## config.mk

```make
export PLATFORM = sky130hd
export DESIGN_NAME = matrix_keypad_debouncer
export DESIGN_NICKNAME = d
export VERILOG_FILES = /design/src/rtl/core/mkd_pkg.sv /design/src/rtl/core/mkd_scan.sv /design/src/rtl/core/mkd_fsm.sv /design/src/rtl/core/matrix_keypad_debouncer.sv
export VERILOG_INCLUDE_DIRS = /design/src /design/src/rtl/core
export SDC_FILE = /design/constraint.sdc
export NUM_CORES = 1
export LEC_CHECK = 0
export BUFFER_PORTS_ARGS = -buffer_cell sky130_fd_sc_hd__buf_2
export CORE_AREA = 2 2 120 75
export CTS_BUF_LIST = sky130_fd_sc_hd__clkbuf_8 sky130_fd_sc_hd__clkbuf_16
export CTS_CLUSTER_SIZE = 30
export DETAILED_ROUTE_END_ITERATION = 6
export DIE_AREA = 0 0 122 77
export GPL_TIMING_DRIVEN = 0
export SLEW_MARGIN = 5
export SYNTH_ARGS = -nofsm -noshare
export SYNTH_HDL_FRONTEND = slang
export SYNTH_HIERARCHICAL = 1
export SYNTH_SLANG_ARGS = --single-unit
export TNS_END_PERCENT = 30
```

## constraint.sdc

```tcl
create_clock -name clock -period 3.2 [get_ports clock]
set_input_delay 0.64 -clock clock [delete_from_list [all_inputs] [get_ports clock]]
set_output_delay 0.64 -clock clock [all_outputs]
set_load 0.01 [all_outputs]
```

## src/rtl/core/matrix_keypad_debouncer_macros.svh

```systemverilog
// Assertion macros for the keypad debouncer.
// Each check is active only outside synthesis.
`ifndef MATRIX_KEYPAD_DEBOUNCER_MACROS_SVH
`define MATRIX_KEYPAD_DEBOUNCER_MACROS_SVH

`ifndef SYNTH

// same-cycle implication
`define MKD_ASSERT_IMPL(label, clk, rst, ante, cons) \
   label: assert property (@(posedge clk) disable iff (rst) (ante) |-> (cons)) \
      else $error("implication check failed");

// next-cycle implication
`define MKD_ASSERT_NEXT(label, clk, rst, ante, cons) \
   label: assert property (@(posedge clk) disable iff (rst) (ante) |=> (cons)) \
      else $error("next-cycle check failed");

`else

`define MKD_ASSERT_IMPL(label, clk, rst, ante, cons)
`define MKD_ASSERT_NEXT(label, clk, rst, ante, cons)

`endif

`endif

```

## src/rtl/core/mkd_pkg.sv

```systemverilog
`timescale 1ns / 1ps

package mkd_pkg;

   // keypad geometry and fixed codes
   localparam int unsigned ROWS = 4;
   localparam logic [3:0] LINES_ALL = 4'hF;
   localparam logic [3:0] DEBOUNCE_RESET = 4'd5;
   localparam logic [1:0] SCAN_ROW_FIRST = 2'd0;

   // one-low column patterns
   localparam logic [3:0] PAT_COL0 = 4'hE;
   localparam logic [3:0] PAT_COL1 = 4'hD;
   localparam logic [3:0] PAT_COL2 = 4'hB;
   localparam logic [3:0] PAT_COL3 = 4'h7;

   // key map, indexed by {row, column}
   localparam logic [3:0] KEY_MAP [16] = '{
      4'd10, 4'd0, 4'd11, 4'd12,
      4'd1,  4'd2, 4'd3,  4'd13,
      4'd4,  4'd5, 4'd6,  4'd14,
      4'd7,  4'd8, 4'd9,  4'd15
   };

   typedef enum logic [1:0] {
      MODE_SCANNING   = 2'd0,
      MODE_DEBOUNCING = 2'd1,
      MODE_CLEARING   = 2'd2
   } mode_type;

   // decoded frame: a single valid press and its key
   typedef struct packed {
      logic       hit;
      logic [3:0] code;
   } key_info_type;

   // debounce machine status towards the top level
   typedef struct packed {
      logic     emit;
      mode_type mode;
   } fsm_status_type;

   // column of a one-low pattern: {valid, column}
   function automatic logic [2:0] col_of(input logic [3:0] pattern);
      logic [2:0] res;
      case (pattern)
         PAT_COL0: res = 3'b100;
         PAT_COL1: res = 3'b101;
         PAT_COL2: res = 3'b110;
         PAT_COL3: res = 3'b111;
         default:  res = 3'b000;
      endcase
      return res;
   endfunction

endpackage

```

## src/rtl/core/mkd_scan.sv

```systemverilog
`timescale 1ns / 1ps

module mkd_scan (
   input  logic                      clock,
   input  logic                      reset,
   input  logic                      step,
   input  logic [1:0]                step_row,
   input  logic [3:0]                step_lines,
   output mkd_pkg::key_info_type     key_info
);

   logic [3:0] row_store_ff [mkd_pkg::ROWS];
   logic [3:0] row_store_in [mkd_pkg::ROWS];
   logic [3:0] cand;
   logic [3:0] cand_code [mkd_pkg::ROWS];

   // store the reading of the driven scan line
   always_comb begin
      row_store_in = row_store_ff;
      if (step) begin
         row_store_in[step_row] = step_lines;
      end
   end

   always_ff @(posedge clock) begin
      if (reset) begin
         for (int i = 0; i < mkd_pkg::ROWS; i++) begin
            row_store_ff[i] <= '0;
         end
      end else begin
         row_store_ff <= row_store_in;
      end
   end

   // per row: this row all ones, the other three equal and one-low
   for (genvar r = 0; r < mkd_pkg::ROWS; r++) begin : g_row
      localparam logic [1:0] RI = 2'(r);
      localparam logic [1:0] RA = 2'(r + 1);
      localparam logic [1:0] RB = 2'(r + 2);
      localparam logic [1:0] RC = 2'(r + 3);
      logic [2:0] col_chk;

      assign col_chk = mkd_pkg::col_of(row_store_ff[RA]);
      assign cand[r] = (row_store_ff[RI] == mkd_pkg::LINES_ALL)
                       && (row_store_ff[RA] == row_store_ff[RB])
                       && (row_store_ff[RA] == row_store_ff[RC])
                       && col_chk[2];
      assign cand_code[r] = cand[r] ? mkd_pkg::KEY_MAP[{RI, col_chk[1:0]}] : 4'd0;
   end

   // at most one candidate row can hold, so an OR merges them
   always_comb begin
      key_info.hit  = |cand;
      key_info.code = '0;
      for (int i = 0; i < mkd_pkg::ROWS; i++) begin
         key_info.code = key_info.code | cand_code[i];
      end
   end

endmodule

```

## src/rtl/core/mkd_fsm.sv

```systemverilog
`timescale 1ns / 1ps

module mkd_fsm (
   input  logic                      clock,
   input  logic                      reset,
   input  logic                      step,
   input  mkd_pkg::key_info_type     key_info,
   input  logic [3:0]                debounce_frames,
   output mkd_pkg::fsm_status_type   status
);

   mkd_pkg::mode_type mode_ff;
   mkd_pkg::mode_type mode_in;
   logic [3:0]        frames_left_ff;
   logic [3:0]        frames_left_in;

   // next state, advanced once per frame (scan line 0)
   always_comb begin
      mode_in        = mode_ff;
      frames_left_in = frames_left_ff;
      if (step) begin
         case (mode_ff)
            mkd_pkg::MODE_DEBOUNCING: begin
               if (frames_left_ff <= 4'd1) begin
                  frames_left_in = '0;
                  mode_in        = mkd_pkg::MODE_CLEARING;
               end else begin
                  frames_left_in = frames_left_ff - 4'd1;
               end
            end
            mkd_pkg::MODE_CLEARING: begin
               if (!key_info.hit) begin
                  mode_in = mkd_pkg::MODE_SCANNING;
               end
            end
            default: begin
               if (key_info.hit) begin
                  frames_left_in = debounce_frames;
                  mode_in        = mkd_pkg::MODE_DEBOUNCING;
               end
            end
         endcase
      end
   end

   // outputs: a press is taken only while scanning
   always_comb begin
      status.mode = mode_ff;
      case (mode_ff)
         mkd_pkg::MODE_DEBOUNCING: status.emit = 1'b0;
         mkd_pkg::MODE_CLEARING:   status.emit = 1'b0;
         default:                  status.emit = step && key_info.hit;
      endcase
   end

   always_ff @(posedge clock) begin
      if (reset) begin
         mode_ff        <= mkd_pkg::MODE_SCANNING;
         frames_left_ff <= '0;
      end else begin
         mode_ff        <= mode_in;
         frames_left_ff <= frames_left_in;
      end
   end

endmodule

```

## src/rtl/core/matrix_keypad_debouncer.sv

```systemverilog
`timescale 1ns / 1ps
`include "matrix_keypad_debouncer_macros.svh"

// 4x4 matrix keypad scanner with debounce. Each item is one scan step: the
// driven scan line and the four sensed lines. The readings of a whole frame
// are decoded when scan line 0 comes round again, and a single clean press
// gives one key code, after which the block waits debounce_frames frames (at
// least one) and then until the keypad is released. One item is taken every
// clock cycle unless a key code waits untaken; the input register then holds
// one further item. Items pass it and the decode and debounce logic, and a
// resulting key code is registered in the output register. debounce_frames
// must be written through csr_wr_en/csr_wr_data only while idle (unenforced).
module matrix_keypad_debouncer (
   input  logic       clock,
   input  logic       reset,
   input  logic       req_valid,
   output logic       req_ready,
   input  logic [1:0] req_scan_row,
   input  logic [3:0] req_row_lines,
   output logic       rsp_valid,
   input  logic       rsp_ready,
   output logic [3:0] rsp_key_code,
   input  logic       csr_wr_en,
   input  logic [3:0] csr_wr_data
);

   logic [3:0]              frames_cfg_ff;
   logic                    in_valid_ff;
   logic                    in_valid_in;
   logic [1:0]              in_row_ff;
   logic [3:0]              in_lines_ff;
   logic                    rsp_valid_ff;
   logic                    rsp_valid_in;
   logic [3:0]              key_code_ff;
   logic                    advance;
   logic                    step;
   logic                    frame_step;
   mkd_pkg::key_info_type   key_info;
   mkd_pkg::fsm_status_type fsm_status;

   // configuration register
   always_ff @(posedge clock) begin
      if (reset) begin
         frames_cfg_ff <= mkd_pkg::DEBOUNCE_RESET;
      end else if (csr_wr_en) begin
         frames_cfg_ff <= csr_wr_data;
      end
   end

   // handshake: the input stage moves on whenever the output slot is free
   assign advance    = !rsp_valid_ff || rsp_ready;
   assign req_ready  = !in_valid_ff || advance;
   assign step       = in_valid_ff && advance;
   assign frame_step = step && (in_row_ff == mkd_pkg::SCAN_ROW_FIRST);

   always_comb begin
      if (req_valid && req_ready) begin
         in_valid_in = 1'b1;
      end else if (advance) begin
         in_valid_in = 1'b0;
      end else begin
         in_valid_in = in_valid_ff;
      end
   end

   // input register
   always_ff @(posedge clock) begin
      if (reset) begin
         in_valid_ff <= 1'b0;
      end else begin
         in_valid_ff <= in_valid_in;
      end
   end

   always_ff @(posedge clock) begin
      if (req_valid && req_ready) begin
         in_row_ff   <= req_scan_row;
         in_lines_ff <= req_row_lines;
      end
   end

   // row store and frame decode
   mkd_scan u_scan (
      .clock      (clock),
      .reset      (reset),
      .step       (step),
      .step_row   (in_row_ff),
      .step_lines (in_lines_ff),
      .key_info   (key_info)
   );

   // debounce state machine
   mkd_fsm u_fsm (
      .clock           (clock),
      .reset           (reset),
      .step            (frame_step),
      .key_info        (key_info),
      .debounce_frames (frames_cfg_ff),
      .status          (fsm_status)
   );

   // output register
   always_comb begin
      if (fsm_status.emit) begin
         rsp_valid_in = 1'b1;
      end else if (rsp_ready) begin
         rsp_valid_in = 1'b0;
      end else begin
         rsp_valid_in = rsp_valid_ff;
      end
   end

   always_ff @(posedge clock) begin
      if (reset) begin
         rsp_valid_ff <= 1'b0;
      end else begin
         rsp_valid_ff <= rsp_valid_in;
      end
   end

   always_ff @(posedge clock) begin
      if (fsm_status.emit) begin
         key_code_ff <= key_info.code;
      end
   end

   assign rsp_valid    = rsp_valid_ff;
   assign rsp_key_code = key_code_ff;

   // checks
   `MKD_ASSERT_IMPL(a_emit_on_frame_start, clock, reset, fsm_status.emit, frame_step && key_info.hit)
   `MKD_ASSERT_NEXT(a_emit_enters_debounce, clock, reset, fsm_status.emit, fsm_status.mode == mkd_pkg::MODE_DEBOUNCING)
   `MKD_ASSERT_IMPL(a_stall_on_full_output, clock, reset, !req_ready, in_valid_ff && rsp_valid_ff && !rsp_ready)
   `MKD_ASSERT_NEXT(a_rsp_held, clock, reset, rsp_valid_ff && !rsp_ready, $stable(key_code_ff))

endmodule

```

==> impl_metrics.tcl, run 1 <==
set metrics [dict create \
    die_w_um 122 \
    dp_hpwl_mm 4.10 \
    swShare_pct 21.8 \
    internal-power_w 0.000882 \
    finalHoldViolCount 0 \
    p_seq_share_pct 46.2 \
    ys_ff_latch 38 \
    via_per_inst 4.61 \
    dpl.cell_count 383 \
    syn2layout_area_growth_pct 16.2 \
    worstSetupPathType "reg -> reg" \
    final_max_slew_viol_count 0 \
    netlist.top_cell.by_area "dfxtp_1" \
    synth_edf_count 10 \
    h-tree-depth 2 \
    ys_seq_area_share_pct 35.4 \
    power_switching_w 0.000246 \
    cts_resized 0 \
    start_util_pct 29.3 \
    grt_pass1_wl_mm 9.18 \
    worstPathRequired_ns 3.16 \
    fin_worst_skew_ns 0.00529 \
    layout.nets 301 \
    cts_sinks 38 \
    power_w 0.00113 \
    tightest_slew_ns 0.453 \
    cts_buffers 5 \
    place_congestion 0.777 \
    rows 26 \
    relSlewSlack_pct 69.7 \
    ys_types 47 \
    synth_common_cells "dfxtp_1 (28), nor2_1 (25), xnor2_1 (20)" \
    insertion_delay_ns 0.28 \
    final_cell_count_no_fill 390 \
    nFillCells 853 \
    grt_max_degree 15 \
    postSynth.asyncResetShare_pct 0 \
    cts.clk_slew.worst_paths_ns 0.06 \
    yosys_warnings 6 \
    ys_top_cells_by_area "dfxtp_1 (23%), edfxtp_1 (12%), mux2i_1 (7.4%)" \
    io_buffers 20 \
    rsz0062_at_grt "no" \
    yosysTopAreaCellShare_pct 23.1 \
    placed_cell_area_um2 2670 \
    ios 21 \
    outcome "finished clean" \
    drive_above_1_share_pct 19.8 \
    cts_max_path_buffers 2 \
    yosysMostFrequentCell "dfxtp_1" \
    drtAntennaViolNets 0 \
    min_period_over_period_pct 78.0 \
    arrival_ns 2.45 \
    max_clock_freq_mhz 401 \
    grt.total_usage_pct 12.4 \
    drcViolationCount 0 \
    grt_pass1_vias 1791 \
    wire_per_inst_um 13.6 \
    wirelength_mm 5.31 \
    power_frac_comb_pct 8.5 \
    p_per_area_nw_per_um2 400 \
    max-cap-violations 0 \
    setup_viol 0 \
    syn_area_um2 2430 \
    fin_tns_setup_ns 0 \
    antenna_found_initial 0 \
    drtIter0Drc 137 \
    antenna_cells 0 \
    crit_fanout 9 \
    root_buffer "clkbuf_16" \
    die_h_um 77 \
    postCtsSetupBuffers 0 \
    vdd_drop_max_mv 0.204 \
    postLayoutCellArea_um2 2820 \
    p_clk_share_pct 45.3 \
    post_synth.cell_area_avg_um2 9.68 \
    vias 1798 \
    whs_ns 0.501 \
    netlist_instances 251 \
    postCtsHoldBufs 0 \
    hold_path.class "reg -> reg" \
    leakagePower_nw 1.17 \
    ys.flop_type "dfxtp_1" \
    start_kind "flop" \
    dieArea_um2 9390 \
    syn_nets 274 \
    tritoncts "built" \
    end_kind "flop" \
    min_period_ns 2.49 \
    coreArea_um2 8300 \
    drt_pass1_iterations 4 \
    gr-total-overflow 0 \
]
-- power by group through the flow --
stage	Clock (W)	Sequential (W)	Combinational (W)
after floorplan	0	0.000527	0.0000696
after global placement	0	0.000531	0.0000928
after detailed placement	0	0.000532	0.0000951
after CTS	0.000531	0.000522	0.0000954
after global routing	0.000544	0.000523	0.000106
final	0.000511	0.000521	0.0000956
-- final timing paths --
check	cells after the start	start	to	slack (ns)
hold reg to reg	2	u_fsm/mode_ff[0]$_SDFFE_PP0P_	u_fsm/mode_ff[0]$_SDFFE_PP0P_	0.50
setup / recovery	7	u_scan/row_store_ff[1]$_SDFFE_PP0P_	rsp_key_code[0]$_DFFE_PP_	0.71
hold / removal	2	u_fsm/mode_ff[0]$_SDFFE_PP0P_	u_fsm/mode_ff[0]$_SDFFE_PP0P_	0.50
setup reg to reg	7	u_scan/row_store_ff[1]$_SDFFE_PP0P_	rsp_key_code[0]$_DFFE_PP_	0.71
-- state kept, by name (all words and copies together) (netlist names) --
| register | flops |
|---|---|
| rsp_valid | 1 |
| u_scan/row_store_ff | 16 |
| frames_cfg_ff | 4 |
| u_fsm/mode_ff | 2 |
| rsp_key_code | 4 |
| in_lines_ff | 4 |
| in_row_ff | 2 |
| in_valid_ff | 1 |
| u_fsm/frames_left_ff | 4 |
-- cells in the final DEF (no fill, tap or decap), types with 3 or more instances in the layout --
cell | synthesis | layout
xnor2_1 | 20 | 20
and2_1 | 3 | 3
nand3_1 | 9 | 9
a211o_1 | 4 | 4
xor2_1 | 12 | 12
o221ai_1 | 3 | 3
dfxtp_1 | 28 | 28
clkbuf_16 | 0 | 6
nor2b_1 | 3 | 3
ha_1 | 8 | 8
nor2_1 | 25 | 25
mux2i_1 | 18 | 18
inv_1 | 15 | 15
buf_2 | 4 | 24
nand4_1 | 5 | 5
edfxtp_1 | 10 | 10
o21ai_0 | 8 | 8
buf_6 | 11 | 11
a21oi_1 | 9 | 9
nor3_1 | 7 | 7
nand3b_1 | 4 | 4
nand2b_1 | 3 | 3
and3_1 | 4 | 4
nand2_1 | 3 | 3
nand4b_1 | 5 | 5
-- metrics by stage --
stage | setup slack (ns) | utilization (%)
6_report | 0.705 | 34.0
5_1_grt | 0.548 | 34.0
4_1_cts | 0.698 | 34.0
3_5_place_dp | 0.706 | 32.2
3_3_place_gp | 0.715 | 32.2
2_1_floorplan | 1.07 | -
-- layer usage --
metal / vias up / part of all wire (%) / track usage [%]
met5: - / 0 / 0
met2: 27 / 39 / 17.0
li1: 933 / - / -
met3: 2 / 3.9 / 3.35
met1: 836 / 57 / 19.0
met4: 0 / 0.49 / 2.87
-- area by class of cell --
type	count	area, um^2	share of cell area (%)
sequential	38	861	30.5
buffer	19	173	6.11
inverter	15	56.3	1.99
timing repair buffer	20	100	3.54
clock buffer	6	150	5.32
tap	112	140	4.96
multi-input combinational	179	1340	47.5
clock inverter	1	3.75	0.133
-- cells by family (layout without fill, tap and decap cells) --
logic type,count (synthesis),in the layout,share of synthesized area [%]
buf+inv,34,61,9.42
simple gates,78,78,18.2
mux,19,19,7.88
fa+ha+maj,8,8,4.12
compound gates,41,41,12.7
xor+xnor,33,33,12.2
flops,38,38,35.4
-- critical path, cell delays in order, from the launching register on --
cell and delay [ns]:
dfxtp_1 0.32, buf_6 0.15, xnor2_1 0.12, nand4_1 0.14, or4_4 0.61, a21oi_1 0.15
a211o_1 0.29, and3_1 0.39
Note: power is estimated with default switching activity, not from simulation.
==> inputs of run 2 (changes only) <==
==> constraint.sdc (replaced) <==
create_clock -name clock -period 2.1 [get_ports clock]
set_input_delay 0.42 -clock clock [delete_from_list [all_inputs] [get_ports clock]]
set_output_delay 0.42 -clock clock [all_outputs]
set_load 0.01 [all_outputs]
==> run 2 against run 1 <==
Net effect:
- the run now ends with negative setup slack left
- count of clock-buffer cells in the layout grew 1
- via count is 9.1% higher
- final area is 11% higher
- non-clock buffer count grew 15
- worst hold slack worse by 0.20 ns
- routed wire length grew 10%
- cell count up 4.1%
- critical path depth down 1
- utilization rose by 3.7 points
- maximum frequency is 17% higher
- critical path type unchanged
- highest routed layer unchanged
==> impl_metrics.tcl, run 2 (synthesis gave the netlist of run 1 again) <==
set metrics [dict create \
    vias 1962 \
    largest_register_ffs 16 \
    cts_sinks 38 \
    leakagePower_nw 1.27 \
    cts_max_path_buffers 2 \
    fin_worst_skew_ns 0.00645 \
    wirelength_mm 5.84 \
    p_seq_share_pct 44.1 \
    wire_per_inst_um 14.4 \
    fin_ws_ns -0.0253 \
    max_stage_delay_ns 0.60 \
    power_switching_w 0.000417 \
    drtAntennaViolNets 0 \
    critPathBufInv 1 \
    max-cap-violations 0 \
    vdd_drop_max_mv 0.337 \
    coreArea_um2 8300 \
    p_per_area_nw_per_um2 579 \
    top_register "u_scan/row_store_ff" \
    internal-power_w 0.00140 \
    crit_family "simple AND/OR/NAND/NOR gates" \
    tritoncts "built" \
    whs_ns 0.304 \
    drt_pass1_iterations 4 \
    place_congestion 0.806 \
    grt_pass1_wl_mm 9.55 \
    grt_pass1_vias 1819 \
    max_clock_freq_mhz 471 \
    postCtsHoldBufs 0 \
    arrival_ns 2.13 \
    finalHoldViolCount 0 \
    antenna_found_initial 0 \
    gr-total-overflow 0 \
    min_period_ns 2.13 \
    outcome "finished, violations left" \
    power_frac_comb_pct 8.9 \
    rsz0062_at_grt "yes" \
    final_common_cell "nor2_1" \
    worstSetupPathType "reg -> reg" \
    root_buffer "clkbuf_16" \
    drcViolationCount 0 \
    die_h_um 77 \
    placed_cell_area_um2 2680 \
    die_w_um 122 \
    start_util_pct 29.3 \
    setup_viol 4 \
    dp_hpwl_mm 3.95 \
    syn2layout_area_growth_pct 28.8 \
    layout_common_cells "nor2_1 (23), dfxtp_1 (22), buf_2 (20), buf_4 (20), mux2i_1 (18)" \
    postLayoutCellArea_um2 3130 \
    drtIter0Drc 97 \
    via_per_inst 4.83 \
    rows 26 \
    final_max_slew_viol_count 0 \
    layout.nets 316 \
    ios 21 \
    cts.clk_slew.worst_paths_ns 0.06 \
    p_clk_share_pct 47.0 \
    min_period_over_period_pct 101 \
    tightest_slew_ns 0.523 \
    worstPathRequired_ns 2.10 \
    grt_max_degree 15 \
    swShare_pct 23.0 \
    drive_above_1_share_pct 34.0 \
    grt.total_usage_pct 13.2 \
    h-tree-depth 2 \
    crit_chain "buf_6 > nand3_1 > or4_4 > o22ai_2 > a211o_4 > and3_4" \
    insertion_delay_ns 0.29 \
    nFillCells 839 \
    relSlewSlack_pct 64.9 \
    end_kind "flop" \
    violations "negative setup slack" \
    critPathSlowestCell "or4_4" \
    cts_buffers 5 \
    start_kind "flop" \
    crit_fanout 7 \
    antenna_cells 0 \
    hold_path.class "in -> reg" \
    dieArea_um2 9390 \
    io_buffers 20 \
]
run 2: changes by cell type in the layout (fill, tap and decap cells not counted), moves of 2 or more:
cell | previous run | this run
buf_4 | 1 | 20
xnor2_1 | 20 | 12
xnor2_2 | 1 | 9
dfxtp_1 | 28 | 22
buf_2 | 24 | 20
dfxtp_2 | 0 | 4
a21oi_1 | 9 | 7
dfxtp_4 | 0 | 2
nor2_1 | 25 | 23
o21ai_0 | 8 | 6
run 2: timing repair:
item                                    4_1_cts  5_1_grt
endpoints found under the setup margin       11       11
resized for setup                            16       29
cloned                                        0        0
pin swaps                                     8       16
buffers inserted                             15        3
run 2: area by class of cell:
| class | instances | area, um^2 | area share, % |
|---|---|---|---|
| Clock inverter | 1 | 3.75 | 0.120 |
| Sequential cell | 38 | 873 | 27.9 |
| Clock buffer | 7 | 164 | 5.24 |
| Tap cell | 112 | 140 | 4.48 |
| Multi-Input combinational cell | 179 | 1500 | 47.8 |
| Timing Repair Buffer | 38 | 243 | 7.76 |
| Buffer | 16 | 153 | 4.88 |
| Inverter | 15 | 56.3 | 1.80 |
run 2: metal layers:
layer / vias to the layer above / share of wire [%] / GRT usage [%]
li1: 968 / - / -
met1: 939 / 53 / 20.5
met2: 51 / 41 / 17.4
met3: 4 / 5.3 / 3.35
met4: 0 / 0.72 / 4.14
met5: - / 0 / 0
run 2: path summary, 6_finish.rpt:
| check | start | end | slack (ns) | cells after the start |
|---|---|---|---|---|
| worst max-delay path | u_scan/row_store_ff[1]$_SDFFE_PP0P_ | rsp_key_code[0]$_DFFE_PP_ | -0.03 | 6 |
| worst max register to register | u_scan/row_store_ff[1]$_SDFFE_PP0P_ | rsp_key_code[0]$_DFFE_PP_ | -0.03 | 6 |
| worst min register to register | u_fsm/mode_ff[0]$_SDFFE_PP0P_ | u_fsm/mode_ff[0]$_SDFFE_PP0P_ | 0.53 | 2 |
| worst min-delay path | req_scan_row[1] | in_row_ff[1]$_DFFE_PP_ | 0.30 | 1 |
run 2: per-stage QoR:
step | setup TNS (ns) | setup slack, ns | total power (W) | instances | utilization, %
final | -0.101 | -0.0253 | 0.00181 | 406 | 37.7
after global routing | -1.22 | -0.141 | 0.00189 | 406 | 37.7
after CTS | -0.0748 | -0.0395 | 0.00182 | 406 | 36.3
after detailed placement | -2.76 | -0.281 | 0.000957 | 383 | 32.2
after global placement | -2.82 | -0.283 | 0.000952 | 383 | 32.2
after floorplan | 0 | 0.00749 | 0.000909 | 251 | -
run 2: power by group through the flow:
stage,combinational [W],clock [W],sequential (W)
floorplan,0.000106,0,0.000803
global placement,0.000142,0,0.000810
detailed placement,0.000145,0,0.000812
CTS,0.000157,0.000871,0.000796
global route,0.000177,0.000909,0.000803
finish,0.000161,0.000852,0.000799
==> inputs of run 3 (changes only) <==
--- a/config.mk
+++ b/config.mk
@@ -6,9 +6,10 @@
 export SDC_FILE = /design/constraint.sdc
 export NUM_CORES = 1
 export LEC_CHECK = 0
+export ABC_CLOCK_PERIOD_IN_PS = 2100
 export BUFFER_PORTS_ARGS = -buffer_cell sky130_fd_sc_hd__buf_2
 export CORE_AREA = 2 2 120 75
-export CTS_BUF_LIST = sky130_fd_sc_hd__clkbuf_8 sky130_fd_sc_hd__clkbuf_16
+export CTS_BUF_LIST = sky130_fd_sc_hd__clkbuf_16
 export CTS_CLUSTER_SIZE = 30
 export DETAILED_ROUTE_END_ITERATION = 6
 export DIE_AREA = 0 0 122 77
==> run 3 against run 2 <==
Net effect:
- the flow still finishes with violations (negative setup slack)
- via count increased by 0.36%
- count of clock-buffer cells in the layout decreased by 1
- sequential power about the same
- final area increased by 1.2%
- routed wire length increased by 0.75%
==> impl_metrics.tcl, run 3 (synthesis gave the netlist of run 1 again) <==
set metrics [dict create \
    outcome "finished, violations left" \
    min_period_ns 2.14 \
    critPathLaunch "u_scan/row_store_ff[14]$_SDFFE_PP0P_" \
    tightest_slew_ns 0.523 \
    drtIter0Drc 94 \
    finalHoldViolCount 0 \
    r2r-end "rsp_key_code[1]$_DFFE_PP_" \
    via_per_inst 4.81 \
    vias 1969 \
    leakagePower_nw 1.29 \
    rows 26 \
    rsz0062_at_grt "yes" \
    fin_tns_setup_ns -0.209 \
    tritoncts "built" \
    arrival_ns 2.14 \
    wire_per_inst_um 14.4 \
    vdd_drop_max_mv 0.335 \
    top_register "u_scan/row_store_ff" \
    p_per_area_nw_per_um2 561 \
    cts_sinks 38 \
    drcViolationCount 0 \
    place_congestion 0.806 \
    worstSetupPathType "reg -> reg" \
    cts_max_path_buffers 2 \
    violations "negative setup slack" \
    min_from "req_scan_row[1]" \
    layout_common_cells "nor2_1 (23), buf_4 (22), dfxtp_1 (20), buf_2 (20), mux2i_1 (18)" \
    placed_cell_area_um2 2680 \
    max-cap-violations 0 \
    cts_buffers 5 \
    rr_startpoint "u_scan/row_store_ff[14]$_SDFFE_PP0P_" \
    end_kind "flop" \
    start_kind "flop" \
    holdPathStages 1 \
    fin_ws_ns -0.0387 \
    utilization_pct 38.2 \
    h-tree-depth 2 \
    start_util_pct 29.3 \
    drtAntennaViolNets 0 \
    final_max_slew_viol_count 0 \
    io_buffers 20 \
    final_common_cell "nor2_1" \
    antenna_found_initial 0 \
    crit_fanout 9 \
    grt.total_usage_pct 13.2 \
    drt_pass1_iterations 4 \
    dieArea_um2 9390 \
    layout.nets 319 \
    die_h_um 77 \
    fin_worst_skew_ns 0.00784 \
    grt_pass1_wl_mm 9.54 \
    drive_above_1_share_pct 35.7 \
    relSlewSlack_pct 65.0 \
    min_period_over_period_pct 102 \
    rrSetupSlack_ns -0.04 \
    whs_ns 0.305 \
    largest_register_ffs 16 \
    root_buffer "clkbuf_16" \
    worstPathRequired_ns 2.10 \
    gr-total-overflow 0 \
    r2r_cells 7 \
    postLayoutCellArea_um2 3170 \
    hold_end "in_row_ff[1]$_DFFE_PP_" \
    ios 21 \
    dp_hpwl_mm 3.95 \
    wirelength_mm 5.89 \
    grt_pass1_vias 1813 \
    max_clock_freq_mhz 468 \
    postCtsHoldBufs 0 \
    hold_path.class "in -> reg" \
    coreArea_um2 8300 \
    die_w_um 122 \
    cts.clk_slew.worst_paths_ns 0.06 \
    setup_viol 7 \
    insertion_delay_ns 0.29 \
    grt_max_degree 15 \
    antenna_cells 0 \
    syn2layout_area_growth_pct 30.3 \
]
[run 3: cell types whose count changed in the layout (fill, tap and decap cells not counted)]
| cell | before | now |
|---|---|---|
| xnor2_2 | 9 | 11 |
| clkinv_1 | 0 | 1 |
| dfxtp_1 | 22 | 20 |
| dfxtp_2 | 4 | 5 |
| buf_4 | 20 | 22 |
| xnor2_1 | 12 | 10 |
| buf_6 | 11 | 12 |
| clkbuf_8 | 2 | 1 |
| dfxtp_4 | 2 | 3 |
[run 3: cell type report]
class,count,area (um^2)
Clock buffer,6,150
Tap cell,112,140
Multi-Input combinational cell,179,1510
Inverter,15,56.3
Fill cell,823,5130
Buffer,15,153
Sequential cell,38,878
Timing Repair Buffer,42,269
Clock inverter,2,7.51
[run 3: worst max-delay path by stage]
stage          cells past startpoint                                   end  slack (ns)
4_1_cts                            9  u_fsm/frames_left_ff[1]$_SDFFE_PP0P_       -0.04
5_1_grt                           10  u_fsm/frames_left_ff[3]$_SDFFE_PP0P_       -0.12
6_report                           7             rsp_key_code[1]$_DFFE_PP_       -0.04
3_5_place_dp                       9  u_fsm/frames_left_ff[1]$_SDFFE_PP0P_       -0.28
2_1_floorplan                      7             rsp_key_code[0]$_DFFE_PP_       0.007
3_3_place_gp                       7             rsp_key_code[0]$_DFFE_PP_       -0.28
[run 3: routing by layer]
layer  global-route usage (%)  share of wire, %  up-vias  wire length, um
li1                         -                 -      974                -
met1                     20.6                53      940             3110
met2                     17.3                41       51             2390
met3                     3.35               5.9        4              345
met4                     4.14              0.68        0               40
met5                        0                 0        -                0
[run 3: what timing repair did]
action | 4_1_cts | 5_1_grt
buffers inserted | 15 | 7
gates resized for setup | 16 | 36
pin swaps | 8 | 20
endpoints found under the setup margin | 11 | 11
[run 3: report_power, final]
part | switching (W) | total, W | internal [W]
Clock | 0.000308 | 0.000812 | 0.000504
Combinational | 0.0000799 | 0.000164 | 0.0000837
Sequential | 0.0000274 | 0.000800 | 0.000773
Total | 0.000416 | 0.00178 | 0.00136
[run 3: worst max-delay path: stages (launching register included)]
cell and delay [ns]:
dfxtp_1 0.30, buf_6 0.14, xnor2_2 0.15, nand3_1 0.11, or4_4 0.58, nor2_4 0.13, a211o_4 0.17, and3_4 0.26
[run 3: per-stage QoR]
| stage | instances | setup WS (ns) | power [W] |
|---|---|---|---|
| 3_5_place_dp | 383 | -0.281 | 0.000957 |
| 3_3_place_gp | 383 | -0.283 | 0.000952 |
| 4_1_cts | 406 | -0.0369 | 0.00178 |
| 5_1_grt | 409 | -0.120 | 0.00185 |
| 6_report | 409 | -0.0387 | 0.00178 |
| 2_1_floorplan | 251 | 0.00749 | 0.000909 |
